`src/hw/rtl/mrsd_pkg.sv`:
```
`timescale 1ns / 1ps
// Shared types, codes and helpers for the request decoder.
// No dependencies; every other file in hw/rtl imports this package.
package mrsd_pkg;

	typedef struct packed {
		logic       kind;
		logic [7:0] data_byte;
	} in_item_t;

	typedef struct packed {
		logic [1:0]  action;
		logic [7:0]  function_code;
		logic [15:0] reg_address;
		logic [15:0] write_value;
		logic [15:0] reg_count;
		logic [1:0]  exception_code;
		logic        reply_expected;
		logic [7:0]  error_count;
		logic        last;
	} out_item_t;

	typedef struct packed {
		logic busy;
		logic zero;
	} crc_stat_t;

	typedef logic [4:0][31:0] range_set_t;

	localparam logic KIND_BYTE = 1'b0;
	localparam logic KIND_TICK = 1'b1;

	localparam logic [1:0] ACT_READ     = 2'd0;
	localparam logic [1:0] ACT_WRITE    = 2'd1;
	localparam logic [1:0] ACT_EXC      = 2'd2;
	localparam logic [1:0] ACT_OVERFLOW = 2'd3;

	localparam logic [1:0] EXC_NONE     = 2'd0;
	localparam logic [1:0] EXC_FUNCTION = 2'd1;
	localparam logic [1:0] EXC_ADDRESS  = 2'd2;
	localparam logic [1:0] EXC_VALUE    = 2'd3;

	localparam logic [2:0] CFG_SLAVE_ADDRESS = 3'd0;
	localparam logic [2:0] CFG_TIMEOUT       = 3'd1;
	localparam logic [2:0] CFG_RANGE_A       = 3'd2;
	localparam logic [2:0] CFG_RANGE_B       = 3'd3;
	localparam logic [2:0] CFG_RANGE_C       = 3'd4;
	localparam logic [2:0] CFG_RANGE_D       = 3'd5;
	localparam logic [2:0] CFG_RANGE_E       = 3'd6;
	localparam logic [2:0] CFG_READ_MANY     = 3'd7;

	localparam logic [7:0]  FC_READ_HOLDING = 8'd3;
	localparam logic [7:0]  FC_WRITE_SINGLE = 8'd6;
	localparam logic [7:0]  FC_WRITE_COILS  = 8'd15;
	localparam logic [7:0]  FC_WRITE_MULTI  = 8'd16;
	localparam logic [7:0]  BROADCAST_ID    = 8'd0;
	localparam logic [15:0] CRC_POLY        = 16'hA001;
	localparam logic [15:0] CRC_INIT        = 16'hFFFF;
	localparam logic [15:0] MAX_REGS        = 16'd32;

	// An address is legal if any of the five inclusive ranges holds it.
	function automatic logic addr_ok(input logic [15:0] a, input range_set_t r);
		logic ok;
		ok = 1'b0;
		for (int i = 0; i < 5; i++) begin
			if (a >= r[i][15:0] && a <= r[i][31:16]) begin
				ok = 1'b1;
			end
		end
		return ok;
	endfunction

endpackage

```
`src/hw/rtl/modbus_rtu_slave_request_decoder_unit.sv`:
```
`timescale 1ns / 1ps
// Top level of the RTU slave request decoder: sequencer, config registers,
// output register. Depends on mrsd_pkg, mrsd_crc_unit, mrsd_frame_store.
//
// Channel | Direction | Handshake            | Payload
// --------+-----------+----------------------+-----------------------
// in      | into      | in_valid / in_stall  | in_item  (in_item_t)
// out     | out of    | out_valid / out_stall| out_item (out_item_t)
// cfg     | into      | cfg_we               | cfg_index, cfg_data
//
// A tick leaves the sequencer idle. A byte passes through the transfer, eight
// steps of the bit-serial CRC unit and a check that it has finished; a byte that
// completes a frame then takes a decision step, address span checks (one address
// per check) and an emit per read result, or two frame store reads and an emit
// per write result. An overflowing byte goes straight to the output state.
// Reset clears the fill count, idle timer, error count and config to defaults;
// the frame store itself is not cleared. A stalled output holds the sequencer.
module modbus_rtu_slave_request_decoder_unit
	import mrsd_pkg::*;
#(
	parameter int FRAME_BYTES = 64
) (
	input  logic       clk,
	input  logic       arst_n,
	input  logic       in_valid,
	output logic       in_stall,
	input  in_item_t   in_item,
	output logic       out_valid,
	input  logic       out_stall,
	output out_item_t  out_item,
	input  logic       cfg_we,
	input  logic [2:0] cfg_index,
	input  logic [31:0] cfg_data
);

	localparam int FILL_W = $clog2(FRAME_BYTES + 1);
	localparam int IDX_W  = $clog2(FRAME_BYTES);

	typedef enum logic [3:0] {
		S_IDLE, S_CRC, S_DECIDE, S_SPAN, S_EMIT_RD,
		S_RD_HI, S_RD_LO, S_EMIT_WR, S_OUT
	} state_t;

	state_t      state_q;
	logic [7:0]  slave_q;
	logic [15:0] timeout_q;
	range_set_t  ranges_q;
	logic        read_many_q;

	logic [FILL_W-1:0] fill_q;
	logic [15:0]       idle_q;
	logic [7:0]        errors_q;
	logic [7:0]        hdr_q [7];
	logic [4:0]        idx_q;
	logic              reply_q;
	logic              wr_mode_q;
	logic [7:0]        hi_q;
	out_item_t         res_q;
	logic              out_valid_q;
	out_item_t         out_item_q;

	logic              in_xfer;
	logic              byte_xfer;
	logic              out_free;
	logic              out_load;
	logic [FILL_W-1:0] eff_fill;
	logic              store_byte;
	logic              complete;
	logic [7:0]        fc;
	logic [15:0]       addr;
	logic [15:0]       cnt;
	logic [15:0]       span_addr;
	logic              idx_last;
	logic [17:0]       read_bytes;
	logic [16:0]       twice_cnt;
	logic [7:0]        rd_pos;
	logic              mem_re;
	logic [7:0]        mem_rdata;
	crc_stat_t         crc_stat;
	logic [7:0]        err_next;

	assign in_stall  = (state_q != S_IDLE);
	assign out_valid = out_valid_q;
	assign out_item  = out_item_q;

	always_comb begin
		in_xfer    = in_valid && !in_stall;
		byte_xfer  = in_xfer && (in_item.kind == KIND_BYTE);
		out_free   = !out_valid_q || !out_stall;
		// Load the output register from any of the emitting states.
		out_load   = out_free && (state_q == S_EMIT_RD || state_q == S_EMIT_WR ||
			state_q == S_OUT);
		// Drop a partial frame once the line has been quiet too long.
		eff_fill   = (idle_q > timeout_q) ? '0 : fill_q;
		store_byte = byte_xfer && (eff_fill < FILL_W'(FRAME_BYTES));
		fc         = hdr_q[1];
		addr       = {hdr_q[2], hdr_q[3]};
		cnt        = {hdr_q[4], hdr_q[5]};
		span_addr  = addr + {11'd0, idx_q};
		idx_last   = ({11'd0, idx_q} == (cnt - 16'd1));
		read_bytes = {1'b0, cnt, 1'b0} + 18'd5;
		twice_cnt  = {cnt, 1'b0};
		err_next   = errors_q + 8'd1;
		rd_pos     = 8'd7 + {2'b00, idx_q, 1'b0} + ((state_q == S_RD_LO) ? 8'd1 : 8'd0);
		mem_re     = (state_q == S_RD_HI) || (state_q == S_RD_LO);
		// Frame length by function code: fixed eight, or nine plus byte count.
		complete = 1'b0;
		if (fill_q >= FILL_W'(2)) begin
			if (fc >= 8'd1 && fc <= FC_WRITE_SINGLE) begin
				complete = (fill_q >= FILL_W'(8));
			end else if (fc == FC_WRITE_COILS || fc == FC_WRITE_MULTI) begin
				complete = (fill_q >= FILL_W'(7)) &&
					(10'(fill_q) >= 10'd9 + {2'b00, hdr_q[6]});
			end
		end
	end

	mrsd_crc_unit u_crc (
		.clk       (clk),
		.arst_n    (arst_n),
		.start     (store_byte),
		.init      (eff_fill == '0),
		.data_byte (in_item.data_byte),
		.stat      (crc_stat)
	);

	mrsd_frame_store #(
		.FRAME_BYTES (FRAME_BYTES)
	) u_store (
		.clk   (clk),
		.we    (store_byte),
		.waddr (eff_fill[IDX_W-1:0]),
		.wdata (in_item.data_byte),
		.re    (mem_re),
		.raddr (rd_pos[IDX_W-1:0]),
		.rdata (mem_rdata)
	);

	always_ff @(posedge clk or negedge arst_n) begin
		if (!arst_n) begin
			state_q     <= S_IDLE;
			slave_q     <= 8'd1;
			timeout_q   <= 16'd10;
			ranges_q    <= '0;
			read_many_q <= 1'b0;
			fill_q      <= '0;
			idle_q      <= '0;
			errors_q    <= '0;
			out_valid_q <= 1'b0;
			out_item_q  <= '0;
			res_q       <= '0;
			hi_q        <= '0;
			hdr_q       <= '{default: '0};
			idx_q       <= '0;
			reply_q     <= 1'b0;
			wr_mode_q   <= 1'b0;
		end else begin
			if (cfg_we) begin
				case (cfg_index)
					CFG_SLAVE_ADDRESS: slave_q <= cfg_data[7:0];
					CFG_TIMEOUT:       timeout_q <= cfg_data[15:0];
					CFG_RANGE_A:       ranges_q[0] <= cfg_data;
					CFG_RANGE_B:       ranges_q[1] <= cfg_data;
					CFG_RANGE_C:       ranges_q[2] <= cfg_data;
					CFG_RANGE_D:       ranges_q[3] <= cfg_data;
					CFG_RANGE_E:       ranges_q[4] <= cfg_data;
					CFG_READ_MANY:     read_many_q <= cfg_data[0];
					default: ;
				endcase
			end

			// Raise valid on a load, drop it once the transfer is taken.
			if (out_load) begin
				out_valid_q <= 1'b1;
			end else if (!out_stall) begin
				out_valid_q <= 1'b0;
			end

			unique case (state_q)
				S_IDLE: begin
					if (in_xfer && in_item.kind == KIND_TICK) begin
						if (idle_q != 16'hFFFF) begin
							idle_q <= idle_q + 16'd1;
						end
					end else if (byte_xfer) begin
						idle_q <= '0;
						if (!store_byte) begin
							// Store full: drop the byte and report the overflow.
							fill_q   <= '0;
							errors_q <= err_next;
							res_q    <= '{ACT_OVERFLOW, 8'd0, 16'd0, 16'd0, 16'd0,
								EXC_NONE, 1'b0, err_next, 1'b1};
							state_q  <= S_OUT;
						end else begin
							fill_q <= eff_fill + FILL_W'(1);
							if (eff_fill < FILL_W'(7)) begin
								hdr_q[eff_fill[2:0]] <= in_item.data_byte;
							end
							state_q <= S_CRC;
						end
					end
				end
				S_CRC: begin
					if (!crc_stat.busy) begin
						state_q <= S_IDLE;
						if (complete) begin
							fill_q <= '0;
							if ((hdr_q[0] == slave_q || hdr_q[0] == BROADCAST_ID) &&
								crc_stat.zero) begin
								reply_q <= (hdr_q[0] != BROADCAST_ID);
								state_q <= S_DECIDE;
							end
						end
					end
				end
				S_DECIDE: begin
					idx_q   <= '0;
					state_q <= S_OUT;
					if (fc == FC_READ_HOLDING && reply_q) begin
						if (!addr_ok(addr, ranges_q)) begin
							errors_q <= err_next;
							res_q <= '{ACT_EXC, fc, addr, 16'd0, cnt, EXC_ADDRESS,
								reply_q, err_next, 1'b1};
						end else if (!read_many_q) begin
							if (cnt != 16'd1) begin
								errors_q <= err_next;
								res_q <= '{ACT_EXC, fc, addr, 16'd0, cnt, EXC_VALUE,
									reply_q, err_next, 1'b1};
							end else begin
								res_q <= '{ACT_READ, fc, addr, 16'd0, cnt, EXC_NONE,
									reply_q, errors_q, 1'b1};
							end
						end else if (cnt == 16'd0 || cnt > MAX_REGS ||
							read_bytes > 18'(FRAME_BYTES)) begin
							errors_q <= err_next;
							res_q <= '{ACT_EXC, fc, addr, 16'd0, cnt, EXC_VALUE,
								reply_q, err_next, 1'b1};
						end else begin
							wr_mode_q <= 1'b0;
							state_q   <= S_SPAN;
						end
					end else if (fc == FC_WRITE_SINGLE) begin
						if (!addr_ok(addr, ranges_q)) begin
							errors_q <= err_next;
							res_q <= '{ACT_EXC, fc, addr, 16'd0, 16'd1, EXC_ADDRESS,
								reply_q, err_next, 1'b1};
						end else begin
							res_q <= '{ACT_WRITE, fc, addr, cnt, 16'd1, EXC_NONE,
								reply_q, errors_q, 1'b1};
						end
					end else if (fc == FC_WRITE_MULTI) begin
						if (cnt == 16'd0 || cnt > MAX_REGS ||
							{9'd0, hdr_q[6]} != twice_cnt) begin
							errors_q <= err_next;
							res_q <= '{ACT_EXC, fc, addr, 16'd0, cnt, EXC_VALUE,
								reply_q, err_next, 1'b1};
						end else begin
							wr_mode_q <= 1'b1;
							state_q   <= S_SPAN;
						end
					end else begin
						// Unsupported code, or a broadcast read.
						errors_q <= err_next;
						res_q <= '{ACT_EXC, fc, 16'd0, 16'd0, 16'd0, EXC_FUNCTION,
							reply_q, err_next, 1'b1};
					end
				end
				S_SPAN: begin
					// Check one address of the span per cycle.
					if (!addr_ok(span_addr, ranges_q)) begin
						errors_q <= err_next;
						res_q <= '{ACT_EXC, fc, addr, 16'd0, cnt, EXC_ADDRESS,
							reply_q, err_next, 1'b1};
						state_q <= S_OUT;
					end else if (idx_last) begin
						idx_q   <= '0;
						state_q <= wr_mode_q ? S_RD_HI : S_EMIT_RD;
					end else begin
						idx_q <= idx_q + 5'd1;
					end
				end
				S_EMIT_RD: begin
					if (out_free) begin
						out_item_q  <= '{ACT_READ, fc, span_addr, 16'd0, cnt, EXC_NONE,
							reply_q, errors_q, idx_last};
						idx_q       <= idx_q + 5'd1;
						if (idx_last) begin
							state_q <= S_IDLE;
						end
					end
				end
				S_RD_HI: begin
					state_q <= S_RD_LO;
				end
				S_RD_LO: begin
					hi_q    <= mem_rdata;
					state_q <= S_EMIT_WR;
				end
				S_EMIT_WR: begin
					if (out_free) begin
						out_item_q  <= '{ACT_WRITE, fc, span_addr, {hi_q, mem_rdata}, cnt,
							EXC_NONE, reply_q, errors_q, idx_last};
						idx_q       <= idx_q + 5'd1;
						state_q     <= idx_last ? S_IDLE : S_RD_HI;
					end
				end
				S_OUT: begin
					if (out_free) begin
						out_item_q  <= res_q;
						state_q     <= S_IDLE;
					end
				end
				default: state_q <= S_IDLE;
			endcase
		end
	end

endmodule

```
`src/hw/rtl/mrsd_crc_unit.sv`:
```
`timescale 1ns / 1ps
// Bit-serial CRC-16 unit, one polynomial step per cycle, eight per byte.
// Depends on mrsd_pkg.
module mrsd_crc_unit
	import mrsd_pkg::*;
(
	input  logic       clk,
	input  logic       arst_n,
	input  logic       start,
	input  logic       init,
	input  logic [7:0] data_byte,
	output crc_stat_t  stat
);

	logic [15:0] crc_q;
	logic [3:0]  steps_q;

	always_ff @(posedge clk or negedge arst_n) begin
		if (!arst_n) begin
			crc_q   <= CRC_INIT;
			steps_q <= 4'd0;
		end else if (start) begin
			crc_q   <= (init ? CRC_INIT : crc_q) ^ {8'h00, data_byte};
			steps_q <= 4'd8;
		end else if (steps_q != 4'd0) begin
			crc_q   <= crc_q[0] ? ((crc_q >> 1) ^ CRC_POLY) : (crc_q >> 1);
			steps_q <= steps_q - 4'd1;
		end
	end

	// Residue over frame plus its own CRC is zero when the CRC matches.
	assign stat.busy = (steps_q != 4'd0);
	assign stat.zero = (crc_q == 16'h0000);

endmodule

```
`src/hw/rtl/mrsd_frame_store.sv`:
```
`timescale 1ns / 1ps
// Frame byte memory: one write port, one registered read port.
// Depends on mrsd_pkg for house conventions only.
module mrsd_frame_store
	import mrsd_pkg::*;
#(
	parameter int FRAME_BYTES = 64
) (
	input  logic                           clk,
	input  logic                           we,
	input  logic [$clog2(FRAME_BYTES)-1:0] waddr,
	input  logic [7:0]                     wdata,
	input  logic                           re,
	input  logic [$clog2(FRAME_BYTES)-1:0] raddr,
	output logic [7:0]                     rdata
);

	logic [7:0] mem_q [FRAME_BYTES];

	always_ff @(posedge clk) begin
		if (we) begin
			mem_q[waddr] <= wdata;
		end
		if (re) begin
			rdata <= mem_q[raddr];
		end
	end

endmodule

```
`config.mk`:
```
export PLATFORM = sky130hd
export DESIGN_NAME = modbus_rtu_slave_request_decoder_unit
export DESIGN_NICKNAME = d
export VERILOG_FILES = /design/src/hw/rtl/mrsd_pkg.sv /design/src/hw/rtl/modbus_rtu_slave_request_decoder_unit.sv /design/src/hw/rtl/mrsd_crc_unit.sv /design/src/hw/rtl/mrsd_frame_store.sv
export SDC_FILE = /design/constraint.sdc
export NUM_CORES = 2
export LEC_CHECK = 0
export BUFFER_PORTS_ARGS = -buffer_cell sky130_fd_sc_hd__buf_2
export CAP_MARGIN = 20
export CORE_MARGIN = 2
export CORE_UTILIZATION = 63
export DETAILED_ROUTE_END_ITERATION = 7
export PLACE_DENSITY_LB_ADDON = 0.2
export SYNTH_ARGS = -nofsm -noshare
export SYNTH_HDL_FRONTEND = slang
export SYNTH_SLANG_ARGS = --single-unit
export TNS_END_PERCENT = 10
```
`constraint.sdc`:
```
create_clock -name clk -period 6.15 [get_ports clk]
set_clock_uncertainty 0.1 [all_clocks]
set_input_delay 0.615 -clock clk [delete_from_list [all_inputs] [get_ports clk]]
set_output_delay 0.615 -clock clk [all_outputs]
set_load 0.02 [all_outputs]
```
Word level (Yosys, flattened, before mapping)
Memory sizes are Yosys's and may differ from the RTL's. A register that Yosys moved wholly into a read port is not among the register bits.
Cells that the tools add are included.
W data, S select, Z words.
{"block": "totals", "regBits": 452, "ramBits": 512, "in_bits": 49, "out_inout_bits": 72, "word_cells": 318, "memories": 1}
{"name": "u_store.mem_q", "words": 64, "width": 8, "rd": 1, "rd_clocked_by_memory_dff": 1, "write_ports": 1, "line_no": "mrsd_frame_store.sv:18", "source": "logic [7:0] mem_q [FRAME_BYTES];"}
{"block": "op_classes", "n_addsub": 11, "n_lt_le_gt_ge": 33, "n_eq_ne": 48, "n_mux": 108, "bitwise_logic": 6, "n_reduce_logical": 67}
{"operator": "$mux W70", "n": 16}
{"operator": "$pmux W70 S3", "n": 2}
{"operator": "$ge A16 B16 Y1", "n": 10}
{"operator": "$le A16 B16 Y1", "n": 10}
{"operator": "$mux W16", "n": 7}
{"operator": "$mux W8", "n": 14}
{"operator": "$mux W4", "n": 19}
{"operator": "$bwmux W56", "n": 1}
{"operator": "$mux W7", "n": 6}
{"operator": "$pmux W4 S9", "n": 1}
{"operator": "$logic_not A16 Y1", "n": 2}
{"operator": "$mux W1", "n": 32}
{"operator": "$ne A2 B2 Y1 const B", "n": 15}
{"operator": "$demux W8 S3", "n": 1}
{"operator": "$pmux W8 S3", "n": 1}
{"operator": "$logic_and A1 B1 Y1", "n": 20}
{"operator": "$add A17 B3 Y18 const B", "n": 1}
{"operator": "$gt A18 B7 Y1 const B", "n": 1}
{"operator": "$ne A8 B17 Y1", "n": 1}
{"operator": "$add A16 B1 Y16 const B", "n": 1}
{"operator": "$add A16 B5 Y16", "n": 1}
{"operator": "$eq A4 B3 Y1 const B", "n": 4}
{"operator": "$eq A5 B16 Y1", "n": 1}
{"operator": "$gt A16 B16 Y1", "n": 1}
{"operator": "63 further kinds", "n": 105}

Longest topological paths before layout
{"block": "logic_depth", "word_depth": 14, "depth_mapped": 25, "depth_no_buf": 22}

Hierarchy
A second synthesis with hierarchy kept.
{"block": "hier_totals", "cells_unflattened": 3813, "area_unflattened_um2": 47813.4}
{"mod": "modbus_rtu_slave_request_decoder_unit", "n_inst": 1, "cells_each": 2718, "area_per_inst_um2": 26392.8, "seq_area_each_um2": 10814.1}
{"mod": "mrsd_frame_store", "n_inst": 1, "cells_each": 972, "area_per_inst_um2": 20270.7, "seq_area_each_um2": 15615.0}
{"mod": "mrsd_crc_unit", "n_inst": 1, "cells_each": 123, "area_per_inst_um2": 1149.9, "seq_area_each_um2": 520.5}

Least setup slack after synthesis
Ideal clock, no wire load.
{"block": "synth_path", "kind": "reg2reg", "start": "register hdr_q, in the netlist addr[1]", "end": "register res_q[10] in the netlist's numbering", "setup_time_ns": 0.110, "arrival_time_ns": 4.975, "required_time_ns": 5.940, "slack_ns": 0.964, "path_stages_with_launch": 22, "path_buffers": 2, "period_less_slack_ns": 5.186, "cell_sequence": "dfrtp_1 > inv_1 > fa_1 > inv_1 > a21oi_1 > o21bai_1 > a21o_1 > nand2_1 > nor2_1 > nand2_1 > xnor2_1 > ha_1 > nand4_1 > or4_1 > o221a_2 > o32a_1 > and2_1 > a2111o_1 > or2_1 > buf_4 > buf_6 > o41ai_1"}
{"block": "synth_between", "elab_chain_len": 12, "elab_cells_between_ends": 50, "cone_classes": "add/sub (1); order compare (20); eq/ne (2); mux (16); reduce/logical (11)"}
{"item": "start: declaration", "line_no": "modbus_rtu_slave_request_decoder_unit.sv:53", "source": "logic [7:0] hdr_q [7];"}
{"item": "start signal: indexed assignment", "line_no": "modbus_rtu_slave_request_decoder_unit.sv:197", "source": "hdr_q[eff_fill[2:0]] <= in_item.data_byte;"}
{"item": "branches (longest 12 deep; another with $add A16 B5 Y16)"}
{"item": "end signal: assignment", "line_no": "modbus_rtu_slave_request_decoder_unit.sv:222", "source": "res_q <= '{ACT_EXC, fc, addr, 16'd0, cnt, EXC_ADDRESS,"}
{"item": "end signal: assignment", "line_no": "modbus_rtu_slave_request_decoder_unit.sv:227", "source": "res_q <= '{ACT_EXC, fc, addr, 16'd0, cnt, EXC_VALUE,"}
{"item": "end signal: assignment", "line_no": "modbus_rtu_slave_request_decoder_unit.sv:230", "source": "res_q <= '{ACT_READ, fc, addr, 16'd0, cnt, EXC_NONE,"}
{"item": "end: declaration", "line_no": "modbus_rtu_slave_request_decoder_unit.sv:58", "source": "out_item_t res_q;"}
Parallel ways; which one is timed is not known. The select of a mux whose other input is x is not followed.
A chain may end at the register's enable or synchronous reset.

Worst setup path in the final report
{"block": "layout_path", "start": "register hdr_q, in the netlist addr[1]", "end": "register res_q[55] in the netlist's numbering"}
Same word-level chain as after synthesis.

==> impl_metrics.csv <==
group,metric,value,unit
status,status,"complete, no violations",
detailed_routing,dr.first_iter.drc_count,3703,
cells_and_area,layout.nets,4218,
die,rows,100,
worst_hold_path,hp-class,"in -> reg",
die,die-area,77780,µm²
clock_network,cts_tree,"built",
power_and_ir_drop,vdd_drop_max,0.3474,mV
setup_path,worstSetupStartpointType,"flop",
clock_network,clk_pin_slew,0.07,ns
logic_synthesis,synthTopCellsByArea,"edfxtp_1 33%, dfrtp_1 23%, ha_1 9.5%",
logic_synthesis,synth_edf_count,520,
clock_network,cts_buffer_depth,3,
die,dieHeight,278.9,µm
grt,antenna_found_initial,3,
clock_network,cts_root_buf,"clkbuf_16",
timing,fin_tns_setup,0,ns
logic_synthesis,synth_ff_type,"edfxtp_1",
setup_path,path_max_fanout,21,
setup_path,cpMostUsedCell,"nand2_1",
clock_network,htreeDepth,3,
clock_network,cts-buffers-inserted,95,
timing,slew_headroom,20.83,%
timing,tightest_slew,1.158,ns
job,cap_violations,0,
detailed_routing,via_per_inst,6.626,
power_and_ir_drop,p_leak,22.06,nW
die,initial_core_util,63.84,%
placement,hpwl,85.10,mm
timing,hold_violations,0,
setup_path,worstSetupEndpointType,"flop",
power_and_ir_drop,power_density,402.5,nW/µm²
logic_synthesis,yosysUniqueCellTypes,81,
die,die_w,278.9,µm
grt,grt_pass1_wl,199.4,mm
grt,grt_max_degree,174,
setup_path,crit_chain,"buf_6 -> inv_1 -> fa_1 -> inv_1 -> a21oi_1 -> o21bai_1 -> a21o_1 -> nand2_1 -> nor2_1 -> nand2_1 -> xnor2_2 -> buf_4 -> ha_1 -> nand4_1 -> or4_1 -> o221a_2 -> o32a_1 -> and2_1 -> a2111o_1 -> nor2_4 -> buf_4 -> nand3_1 -> nand2_1",
die,ios,121,
setup_path,arrival,6.34,ns
timing,fin_crit_sh,95.19,%
timing,fmax,170.8,MHz
detailed_routing,drt.antenna.violating_nets,0,
grt,grt_pass1_vias,32750,
logic_synthesis,syn_nets,4053,
cells_and_area,num-fill-cells,4822,
logic_synthesis,yosysWarnings,0,
cells_and_area,final_common_cell,"edfxtp_1",
logic_synthesis,synth_seq_cells,972,
detailed_routing,wl,129.9,mm
logic_synthesis,syn_area,47610,µm²
logic_synthesis,syn_avg_cell_area,13.08,µm²
placement,io_buffers,120,
timing,report.final.slew_viol_count,0,
placement,place_congestion,0.9690,
cells_and_area,final_cell_mix,"520 x edfxtp_1, 432 x dfrtp_1, 361 x ha_1",
setup_path,path_class,"reg -> reg",
setup_path,cpPeakStageDelay,0.54,ns
logic_synthesis,yosysTopAreaCellShare,32.80,%
detailed_routing,vias,32190,
detailed_routing,wire_per_inst,26.73,µm
grt,grt_overflow,0,
timing,rsz0062_at_grt,"no",
setup_path,crit_required,6.64,ns
timing,finalSetupViolCount,0,
timing,fin_hold_ws,0.1280,ns
clock_network,clock_sinks,972,
cells_and_area,areaGrowthSynthToFinish,11.20,%
clock_network,clk_latency,0.67,ns
logic_synthesis,ys_seq_area_share,56.61,%
timing,period_needed,5.854,ns
die,fp.coreArea,74570,µm²
setup_path,slowest_stage,"or4_1",
grt,track_usage,33.94,%
logic_synthesis,synth.largest_area_cell,"edfxtp_1",
logic_synthesis,async_flop_share,46.50,%
logic_synthesis,netlist_instances,3641,
detailed_routing,drtPass1Iterations,7,
detailed_routing,route.detailed.drc,0,
cells_and_area,drive_gt1_share,19.32,%
[Yosys cell counts, types with 16 or more instances]
master and number:
ha_1 362, inv_1 221, edfxtp_1 520, nor2_1 154, nor3_1 31, nand2_1 351
xnor2_1 42, dfrtp_1 433, a22o_1 21, a211oi_1 29, o31ai_1 16, clkbuf_1 118
mux2i_1 50, nand3_1 102, o21ai_0 239, mux2_2 168, nand2b_1 18, nor4_1 24
a21o_1 39, xor2_1 22, nor2b_1 24, o211ai_1 33, mux4_2 168, a21oi_1 131
a22oi_1 18, nand4_1 64, dfstp_2 19
[area by class of cell]
class | instances | area (µm²) | share of cell area [%]
sequential | 972 | 26950 | 50.91
multi-input combinational | 2304 | 19350 | 36.56
timing repair buffer | 211 | 1365 | 2.579
inverter | 222 | 833.3 | 1.574
clock inverter | 51 | 575.6 | 1.087
clock buffer | 128 | 2643 | 4.992
antenna | 1 | 2.502 | 0.004727
tap | 969 | 1212 | 2.290
[worst max-delay path, delay by kind of cell (launching register included)]
| kind | cells | cell delay (ns) |
|---|---|---|
| AOI/OAI and AO/OA | 6 | 1.42 |
| xor gates and xnor gates | 1 | 0.21 |
| adders and majority gates | 2 | 0.77 |
| buffers and inverters | 5 | 0.95 |
| DFF | 1 | 0.37 |
| and+or+nand+nor | 9 | 1.93 |
[cell families after synthesis]
group	after synthesis	synth area share [%]
AO/OA/AOI/OAI	633	8.284
XOR/XNOR	64	1.177
adder cells (fa/ha/maj)	363	9.556
buffers and inverters	365	2.936
flip-flops	972	56.61
multiplexers	386	12.97
AND/OR/NAND/NOR	858	8.465
[layer usage]
layer  global-route usage [%]  wire length [µm]  vias up
li1                         -                 -    14020
met2                    56.47             63430     1649
met1                    45.11             51160    16150
met5                        0                32        -
met3                    5.138              9495      361
met4                    14.12              5757        4
[sequential cells by signal, indices dropped and copies added (netlist names), 8 cells and up]
signal	flops
u_crc.crc_q	16
timeout_q	16
addr	16
idle_q	16
res_q	70
ranges_q	160
u_store.mem_q	512
slave_q	8
cnt	16
out_item	70
errors_q	8
u_store.rdata	8
hi_q	8
hdr_q	16
fc	8
[path summary, 6_finish.rpt]
check                                       from                             end  slack [ns]  cells after the start
setup / recovery             addr[1]$_DFFE_PN0P_           res_q[55]$_DFFE_PN0P_        0.30                     23
hold / removal                        in_item[5]  u_store.mem_q[18][5]$_DFFE_PP_        0.13                      1
setup reg to reg             addr[1]$_DFFE_PN0P_           res_q[55]$_DFFE_PN0P_        0.30                     23
hold reg to reg            res_q[45]$_DFFE_PN0P_           res_q[45]$_DFFE_PN0P_        0.36                      2
max in group asynchronous                 arst_n           res_q[61]$_DFFE_PN0P_        4.11                      3
min in group asynchronous                 arst_n        ranges_q[93]$_DFFE_PN0P_        0.42                      2
[what timing repair did]
| action | CTS | global route |
|---|---|---|
| gates resized for setup | 0 | 6 |
| endpoints found under the setup margin | 0 | 74 |
| setup buffers | 0 | 0 |
| hold buffers | 1 | 0 |
| endpoints found under the hold margin | 85 | 0 |
[power by group]
part / internal (mW) / switching, mW
registers: 7.63 / 0.580
clock network: 3.42 / 2.56
logic: 2.73 / 4.39
[stage by stage]
step                      cell area, µm²  power, mW  utilization [%]  worst slack, ns  cells
final                              52940      21.31            70.99           0.2959   4858
after global routing               52930      22.32            70.98         0.007864   4857
after CTS                          52860      21.20            70.89          0.08183   4854
after detailed placement           49630      15.21            66.56           0.1076   4674
after global placement             49620      14.83            66.54           0.2921   4672
after floorplan                    47610      12.75                -           0.9644   3641
Note: power is estimated with default switching activity, not from simulation.
